==> src/i2bt_pkg.sv <==
// ----------------------------------------------------------------------------
// i2bt_pkg
// shared types and constants of the binary to balanced ternary converter
// ----------------------------------------------------------------------------
package i2bt_pkg;

    localparam int DATA_W        = 64;
    localparam int TRIT_W        = 2;
    localparam int MAX_TRITS_DEF = 41;
    localparam int QUEUE_DEPTH   = 2;

    // trit encoding: +1 is 01, 0 is 00, -1 is 11
    localparam logic [TRIT_W-1:0] TRIT_ZERO = 2'b00;
    localparam logic [TRIT_W-1:0] TRIT_POS  = 2'b01;
    localparam logic [TRIT_W-1:0] TRIT_NEG  = 2'b11;

    typedef struct packed {
        logic              neg;
        logic [DATA_W-1:0] mag;
    } i2bt_item_t;

endpackage

==> src/i2bt_front.sv <==
// ----------------------------------------------------------------------------
// i2bt_front
// accepts input transactions, splits sign and magnitude, queues them
// ----------------------------------------------------------------------------
module i2bt_front
(
    input  logic                             clk,
    input  logic                             rst_n,
    input  logic                             in_valid,
    output logic                             in_ready,
    input  logic signed [i2bt_pkg::DATA_W-1:0] value,
    output logic                             item_valid,
    input  logic                             item_ready,
    output i2bt_pkg::i2bt_item_t             item
);
    import i2bt_pkg::*;

    localparam int PTR_W = (QUEUE_DEPTH > 1) ? $clog2(QUEUE_DEPTH) : 1;
    localparam int CNT_W = $clog2(QUEUE_DEPTH + 1);

    i2bt_item_t        queue_mem [QUEUE_DEPTH];
    i2bt_item_t        classified;
    logic [PTR_W-1:0]  wr_ptr_reg;
    logic [PTR_W-1:0]  wr_ptr_next;
    logic [PTR_W-1:0]  rd_ptr_reg;
    logic [PTR_W-1:0]  rd_ptr_next;
    logic [CNT_W-1:0]  fill_reg;
    logic [CNT_W-1:0]  fill_next;
    logic              push;
    logic              pop;

    // magnitude as unsigned, so the most negative value gives 2^63
    always_comb
    begin
        classified.neg = value[DATA_W-1];
        classified.mag = value[DATA_W-1] ? (~value + DATA_W'(1)) : value;
    end

    assign in_ready   = (fill_reg != CNT_W'(QUEUE_DEPTH));
    assign item_valid = (fill_reg != '0);
    assign item       = queue_mem[rd_ptr_reg];
    assign push       = in_valid && in_ready;
    assign pop        = item_valid && item_ready;

    always_comb
    begin
        wr_ptr_next = wr_ptr_reg;
        rd_ptr_next = rd_ptr_reg;
        fill_next   = fill_reg;
        if (push)
        begin
            wr_ptr_next = (wr_ptr_reg == PTR_W'(QUEUE_DEPTH - 1)) ? '0 : wr_ptr_reg + 1'b1;
        end
        if (pop)
        begin
            rd_ptr_next = (rd_ptr_reg == PTR_W'(QUEUE_DEPTH - 1)) ? '0 : rd_ptr_reg + 1'b1;
        end
        if (push && !pop)
        begin
            fill_next = fill_reg + 1'b1;
        end
        else if (pop && !push)
        begin
            fill_next = fill_reg - 1'b1;
        end
    end

    always_ff @(posedge clk)
    begin
        if (push)
        begin
            queue_mem[wr_ptr_reg] <= classified;
        end
    end

    always_ff @(posedge clk or negedge rst_n)
    begin
        if (!rst_n)
        begin
            wr_ptr_reg <= '0;
            rd_ptr_reg <= '0;
            fill_reg   <= '0;
        end
        else
        begin
            wr_ptr_reg <= wr_ptr_next;
            rd_ptr_reg <= rd_ptr_next;
            fill_reg   <= fill_next;
        end
    end

endmodule

==> src/i2bt_back.sv <==
// ----------------------------------------------------------------------------
// i2bt_back
// repeated division by 3 into a digit memory, then readout msb first
// ----------------------------------------------------------------------------
module i2bt_back
#(
    parameter int MAX_TRITS = i2bt_pkg::MAX_TRITS_DEF
)
(
    input  logic                              clk,
    input  logic                              rst_n,
    input  logic                              item_valid,
    output logic                              item_ready,
    input  i2bt_pkg::i2bt_item_t              item,
    output logic                              out_valid,
    input  logic                              out_ready,
    output logic signed [i2bt_pkg::TRIT_W-1:0] trit,
    output logic                              last
);
    import i2bt_pkg::*;

    localparam int IDX_W   = $clog2(MAX_TRITS);
    localparam int CHUNK_W = 8;
    localparam int CHUNKS  = DATA_W / CHUNK_W;
    localparam int CHK_W   = $clog2(CHUNKS);
    localparam int REM_W   = 2;

    typedef enum logic [1:0] {
        ST_IDLE,
        ST_DIV,
        ST_NEXT,
        ST_EMIT
    } state_t;

    // long division of one byte by 3, remainder carried in from above
    function automatic logic [REM_W+CHUNK_W-1:0] div_chunk(
        input logic [REM_W-1:0]   rem_in,
        input logic [CHUNK_W-1:0] dividend
    );
        logic [REM_W:0]       r;
        logic [CHUNK_W-1:0]   q;
        r = {1'b0, rem_in};
        q = '0;
        for (int i = CHUNK_W - 1; i >= 0; i--)
        begin
            r = {r[REM_W-1:0], dividend[i]};
            if (r >= 3'd3)
            begin
                r    = r - 3'd3;
                q[i] = 1'b1;
            end
        end
        return {r[REM_W-1:0], q};
    endfunction

    logic [TRIT_W-1:0] digit_mem [MAX_TRITS];

    state_t            state_reg, state_next;
    logic [DATA_W-1:0] mag_reg, mag_next;
    logic [REM_W-1:0]  rem_reg, rem_next;
    logic              neg_reg, neg_next;
    logic [CHK_W-1:0]  chunk_reg, chunk_next;
    logic [IDX_W-1:0]  cnt_reg, cnt_next;
    logic [IDX_W-1:0]  emit_idx_reg, emit_idx_next;
    logic              rd_valid_reg, rd_valid_next;
    logic              rd_last_reg, rd_last_next;
    logic [TRIT_W-1:0] rd_data_reg;
    logic              out_valid_reg, out_valid_next;
    logic [TRIT_W-1:0] out_trit_reg, out_trit_next;
    logic              out_last_reg, out_last_next;

    logic [REM_W+CHUNK_W-1:0] div_res;
    logic                     carry;
    logic [TRIT_W-1:0]        digit;
    logic                     wr_en;
    logic [IDX_W-1:0]         wr_addr;
    logic [TRIT_W-1:0]        wr_data;
    logic                     issue;
    logic                     load_out;
    logic                     slot_free;

    assign item_ready = (state_reg == ST_IDLE);
    assign out_valid  = out_valid_reg;
    assign trit       = out_trit_reg;
    assign last       = out_last_reg;

    assign div_res  = div_chunk(rem_reg, mag_reg[DATA_W-1 -: CHUNK_W]);
    assign carry    = (rem_reg == 2'd2);

    // remainder 2 becomes -1 with a carry; sign flips for negative input
    always_comb
    begin
        case (rem_reg)
            2'd1:    digit = neg_reg ? TRIT_NEG : TRIT_POS;
            2'd2:    digit = neg_reg ? TRIT_POS : TRIT_NEG;
            default: digit = TRIT_ZERO;
        endcase
    end

    assign load_out  = rd_valid_reg && (!out_valid_reg || out_ready);
    assign slot_free = !rd_valid_reg || load_out;

    always_comb
    begin
        state_next    = state_reg;
        mag_next      = mag_reg;
        rem_next      = rem_reg;
        neg_next      = neg_reg;
        chunk_next    = chunk_reg;
        cnt_next      = cnt_reg;
        emit_idx_next = emit_idx_reg;
        wr_en         = 1'b0;
        wr_addr       = cnt_reg;
        wr_data       = TRIT_ZERO;
        issue         = 1'b0;
        case (state_reg)
            ST_IDLE:
            begin
                if (item_valid)
                begin
                    neg_next   = item.neg;
                    mag_next   = item.mag;
                    rem_next   = '0;
                    chunk_next = '0;
                    cnt_next   = '0;
                    if (item.mag == '0)
                    begin
                        // zero input gives a single 0 trit
                        wr_en         = 1'b1;
                        wr_addr       = '0;
                        emit_idx_next = '0;
                        state_next    = ST_EMIT;
                    end
                    else
                    begin
                        state_next = ST_DIV;
                    end
                end
            end
            ST_DIV:
            begin
                // quotient bytes shift in at the bottom as dividend bytes leave the top
                mag_next   = {mag_reg[DATA_W-CHUNK_W-1:0], div_res[CHUNK_W-1:0]};
                rem_next   = div_res[REM_W+CHUNK_W-1:CHUNK_W];
                chunk_next = chunk_reg + 1'b1;
                if (chunk_reg == CHK_W'(CHUNKS - 1))
                begin
                    state_next = ST_NEXT;
                end
            end
            ST_NEXT:
            begin
                wr_en      = 1'b1;
                wr_data    = digit;
                mag_next   = mag_reg + DATA_W'(carry);
                rem_next   = '0;
                chunk_next = '0;
                if (((mag_reg == '0) && !carry) || (cnt_reg == IDX_W'(MAX_TRITS - 1)))
                begin
                    emit_idx_next = cnt_reg;
                    state_next    = ST_EMIT;
                end
                else
                begin
                    cnt_next   = cnt_reg + 1'b1;
                    state_next = ST_DIV;
                end
            end
            ST_EMIT:
            begin
                if (slot_free)
                begin
                    issue = 1'b1;
                    if (emit_idx_reg == '0)
                    begin
                        state_next = ST_IDLE;
                    end
                    else
                    begin
                        emit_idx_next = emit_idx_reg - 1'b1;
                    end
                end
            end
            default:
            begin
                state_next = ST_IDLE;
            end
        endcase
    end

    always_comb
    begin
        rd_valid_next = issue || (rd_valid_reg && !load_out);
        rd_last_next  = issue ? (emit_idx_reg == '0) : rd_last_reg;
        if (load_out)
        begin
            out_valid_next = 1'b1;
            out_trit_next  = rd_data_reg;
            out_last_next  = rd_last_reg;
        end
        else
        begin
            out_valid_next = out_valid_reg && !out_ready;
            out_trit_next  = out_trit_reg;
            out_last_next  = out_last_reg;
        end
    end

    // digit memory: one write port, one registered read port
    always_ff @(posedge clk)
    begin
        if (wr_en)
        begin
            digit_mem[wr_addr] <= wr_data;
        end
        if (issue)
        begin
            rd_data_reg <= digit_mem[emit_idx_reg];
        end
    end

    always_ff @(posedge clk or negedge rst_n)
    begin
        if (!rst_n)
        begin
            state_reg     <= ST_IDLE;
            mag_reg       <= '0;
            rem_reg       <= '0;
            neg_reg       <= 1'b0;
            chunk_reg     <= '0;
            cnt_reg       <= '0;
            emit_idx_reg  <= '0;
            rd_valid_reg  <= 1'b0;
            rd_last_reg   <= 1'b0;
            out_valid_reg <= 1'b0;
            out_trit_reg  <= TRIT_ZERO;
            out_last_reg  <= 1'b0;
        end
        else
        begin
            state_reg     <= state_next;
            mag_reg       <= mag_next;
            rem_reg       <= rem_next;
            neg_reg       <= neg_next;
            chunk_reg     <= chunk_next;
            cnt_reg       <= cnt_next;
            emit_idx_reg  <= emit_idx_next;
            rd_valid_reg  <= rd_valid_next;
            rd_last_reg   <= rd_last_next;
            out_valid_reg <= out_valid_next;
            out_trit_reg  <= out_trit_next;
            out_last_reg  <= out_last_next;
        end
    end

endmodule

==> src/int_to_balanced_ternary.sv <==
// ----------------------------------------------------------------------------
// int_to_balanced_ternary
// converts a signed 64-bit integer to balanced ternary trits, msb first
//
//   channel  signals                      width  per transaction
//   input    in_valid, in_ready, value    64     one signed integer
//   output   out_valid, out_ready, trit,  2, 1   one trit, last on the lsb trit
//            last
//
// each trit is generated by byte-wise division by 3 in one shared divider
// step, followed by the digit write and carry; a zero input skips division.
// trits then leave one per cycle from the digit memory while out_ready holds.
// a two-entry queue keeps accepting inputs while the back end works.
// reset is asynchronous, active low; out_ready low stalls the readout only.
// ----------------------------------------------------------------------------
module int_to_balanced_ternary
#(
    parameter int MAX_TRITS = i2bt_pkg::MAX_TRITS_DEF
)
(
    input  logic                              clk,
    input  logic                              rst_n,
    input  logic                              in_valid,
    output logic                              in_ready,
    input  logic signed [i2bt_pkg::DATA_W-1:0] value,
    output logic                              out_valid,
    input  logic                              out_ready,
    output logic signed [i2bt_pkg::TRIT_W-1:0] trit,
    output logic                              last
);
    import i2bt_pkg::*;

    i2bt_item_t item;
    logic       item_valid;
    logic       item_ready;

    i2bt_front u_front
    (
        .clk        (clk),
        .rst_n      (rst_n),
        .in_valid   (in_valid),
        .in_ready   (in_ready),
        .value      (value),
        .item_valid (item_valid),
        .item_ready (item_ready),
        .item       (item)
    );

    i2bt_back
    #(
        .MAX_TRITS (MAX_TRITS)
    )
    u_back
    (
        .clk        (clk),
        .rst_n      (rst_n),
        .item_valid (item_valid),
        .item_ready (item_ready),
        .item       (item),
        .out_valid  (out_valid),
        .out_ready  (out_ready),
        .trit       (trit),
        .last       (last)
    );

endmodule

==> config.mk <==
export PLATFORM = sky130hd
export DESIGN_NAME = int_to_balanced_ternary
export DESIGN_NICKNAME = d
export VERILOG_FILES = /design/src/i2bt_pkg.sv /design/src/i2bt_front.sv /design/src/i2bt_back.sv /design/src/int_to_balanced_ternary.sv
export SDC_FILE = /design/constraint.sdc
export NUM_CORES = 1
export LEC_CHECK = 0
export ABC_CLOCK_PERIOD_IN_PS = 9650
export BUFFER_PORTS_ARGS = -buffer_cell sky130_fd_sc_hd__buf_2
export CAP_MARGIN = 20
export CORE_MARGIN = 2
export CORE_UTILIZATION = 45
export CTS_BUF_LIST = sky130_fd_sc_hd__clkbuf_8
export CTS_CLUSTER_SIZE = 30
export DETAILED_ROUTE_END_ITERATION = 10
export HOLD_SLACK_MARGIN = 0.15
export MAX_ROUTING_LAYER = met4
export SLEW_MARGIN = 15
export SYNTH_ARGS = -nofsm -noshare
export SYNTH_HDL_FRONTEND = slang
export SYNTH_HIERARCHICAL = 1
export SYNTH_SLANG_ARGS = --single-unit
==> constraint.sdc <==
create_clock -name clk -period 9.65 [get_ports clk]
set_input_delay 1.93 -clock clk [delete_from_list [all_inputs] [get_ports clk]]
set_output_delay 1.93 -clock clk [all_outputs]
set_load 0.02 [all_outputs]
==> metrics <==
Synth area leader=edfxtp_1; global-route wire length before repair=70200 um; Post-synth EDFFs=214; Async SR Flop Fraction=30.5%; DRC viols=0; area of the mapped netlist=0.0171 mm2; Final setup viols=0; number of flip-flops in the largest register=130; CP bufs+invs=3; largest net degree at the start of global routing=118; Worst Hold Path EP=u_back/chunk_reg[1]; TritonRoute pass-1 iters=5; H-Tree Depth=2; number of global-route vias before repair=12000; Critical Setup Path Class=register to register; Root Buffer=clkbuf_8; R2R Path End=u_back/mag_reg[0]; Cell Pwr Density=350 mW/mm2; period utilisation layout=91.1%; Synth Net Count=1646; final RePlAce weighted congestion=0.898; CTS tree=built; Syn-to-layout area delta=10.9%; initial core utilization=45.6%; Fmax=114 MHz; Setup Buffers After CTS=0; Hold Startpoint=u_back/chunk_reg[1]; Clock Skew=57.0 ps; ANT cells=0; commonest register cell after synthesis=edfxtp_1; Worst Path Required=10170 ps; R2R depth=39; Worst path slowest cell=or4_4; Critical Path AT=9320 ps; Critical Path Start Type=register; die extent in y=199 um; register area share after synthesis=51.4%; share of cells above drive strength 1=19.1%; DP HPWL=30400 um; worst IR drop on VDD=0.211 mV; Ys Warns=6; RSZ-0062 raised after global routing=false; GRT Total Usage=23.7%; crit-path most repeated cell=ha_1; cell leakage power=6.49 nW; most common cell in the synthesized netlist=edfxtp_1; top post-synthesis cells by area=edfxtp_1, dfrtp_1, mux2_2; Starting DRT DRC Count=1222; WP depth=39; Reg2Reg Setup Slack=860 ps; CP max FO=10; Final #Nets=1691; area of the die=0.0395 mm2; vias per cell=5.88; Reg-to-Reg Start=u_back/rem_reg[1]; crit path time final=8790 ps; CP delay by family, top=compound AO/OA/AOI/OAI gates; routed len/inst=20.7 um; top cells by count, synth=edfxtp_1, nand2_1, o21ai_0; run status=completed; worst-skew pair later-pin latency=650 ps; Worst Setup End Kind=register; top cell type's share of synthesized area=37.6%; Pwr Total=6.62 mW; clock slew at reported path FFs=60 ps; Routed WL=44700 um; Synth Instances=1553; Seq cells post-synth=308; slew margin rel.=27.1%; Fin Setup TNS=0 ps; hold path depth=2; num ports=73; Bufs on Longest Clock Path=3; Syn Area/Cell=11.0 um2; CTS Hold Buffers Added=0; Vias=12700; port buffer count=72; Min Hold Slack=474 ps; Critical Path Start=u_back/rem_reg[1]; CORE AREA=0.0375 mm2; Antenna Violating Nets Remaining=0; site row count=71; initial antenna violation count=0; Slew @ Worst Pin=1080 ps; Critical Path Max Stage Delay=580 ps; post-synth cell types=87; Max Cap Viol=0; # resized after CTS=0; Final Hold Vio Count=0; max-slew violations=0; cts bufs inserted=53; # clock sinks=308; GR Overflow Total=0; Hold/Removal Path Class=register to register; Die Span X=199 um
-- routing by layer --
layer | track usage [%] | share of wire (%) | routed length, um
met1 | 34.1 | 47 | 21000
met2 | 34.4 | 45 | 19900
met3 | 3.85 | 5.8 | 2600
met4 | 7.49 | 2.6 | 1160
met5 | - | 0 | 0
-- worst max-delay path by stage --
stage	end	slack (ps)
final	u_back/mag_reg[0]	860
after global placement	u_back/mag_reg[0]	1130
after detailed placement	u_back/mag_reg[0]	930
after CTS	u_back/mag_reg[0]	880
after floorplan	u_back/mag_reg[0]	1770
after global routing	u_back/mag_reg[0]	190
-- where the power goes --
| group | internal [mW] | total (mW) | leakage, nW | switching (mW) |
|---|---|---|---|---|
| registers | 1.80 | 2.25 | 3.13 | 0.445 |
| logic | 1.35 | 3.20 | 2.76 | 1.85 |
| clock network | 0.629 | 1.18 | 0.599 | 0.551 |
-- per-stage QoR --
step | std cells | worst slack, ps | utilization, % | cell area, um2
after floorplan | 1553 | 1770 | - | 17100
after global placement | 2053 | 1130 | 47.6 | 17800
after detailed placement | 2053 | 932 | 47.6 | 17800
after CTS | 2152 | 883 | 50.5 | 18900
after global routing | 2153 | 187 | 50.5 | 18900
final | 2153 | 856 | 50.5 | 18900
-- cells in the final DEF, fill, tap and decap left out, types with 9 or more instances in the layout --
cell type    n
mux4_2      24
a22oi_1     13
buf_4       13
buf_2       71
nor4_1      45
o211ai_1    32
or4_1       10
mux2i_1     13
o21ai_0    135
dfrtp_1     93
nand2b_1    12
nor2_1      89
or3_1       13
clkbuf_8    60
o41ai_1      9
ha_1        23
clkinv_1    10
nor3_1      43
edfxtp_1   214
nand4_1     29
o31ai_1     13
and3_1      15
mux2_2      76
nand2_1    194
nand3_1     45
o31ai_2     10
inv_1       39
xnor2_1     94
xor2_1      34
a21oi_1     26
-- worst register-to-register path: cells and delay by family (launching register included) --
family                     cells  cell delay, ps
muxes                          4            1070
adders and majority gates      8            2130
DFF                            1             500
and+or+nand+nor               10            1860
AOI/OAI and AO/OA             14            2810
buffers and inverters          3             290
-- logic make-up (layout without fill, tap and decap cells) --
kind of cell / count (synthesis) / count (layout) / synth area share, %
flops: 308 / 308 / 51.4
simple gates: 544 / 544 / 15.9
buf+inv: 123 / 212 / 2.81
compound gates: 310 / 310 / 12.5
mux: 115 / 115 / 9.08
fa+ha+maj: 25 / 25 / 1.83
xor+xnor: 128 / 128 / 6.56
-- cell type report --
class	instances	area, um2
multi-input cells	1122	7870
clock inverters	39	244
inverters	28	105
repair buffers	85	480
well taps	511	639
flip-flops and latches	308	8780
clock buffers	60	826
fillers	3395	18500
No activity file was read; power rests on OpenSTA's default activity.
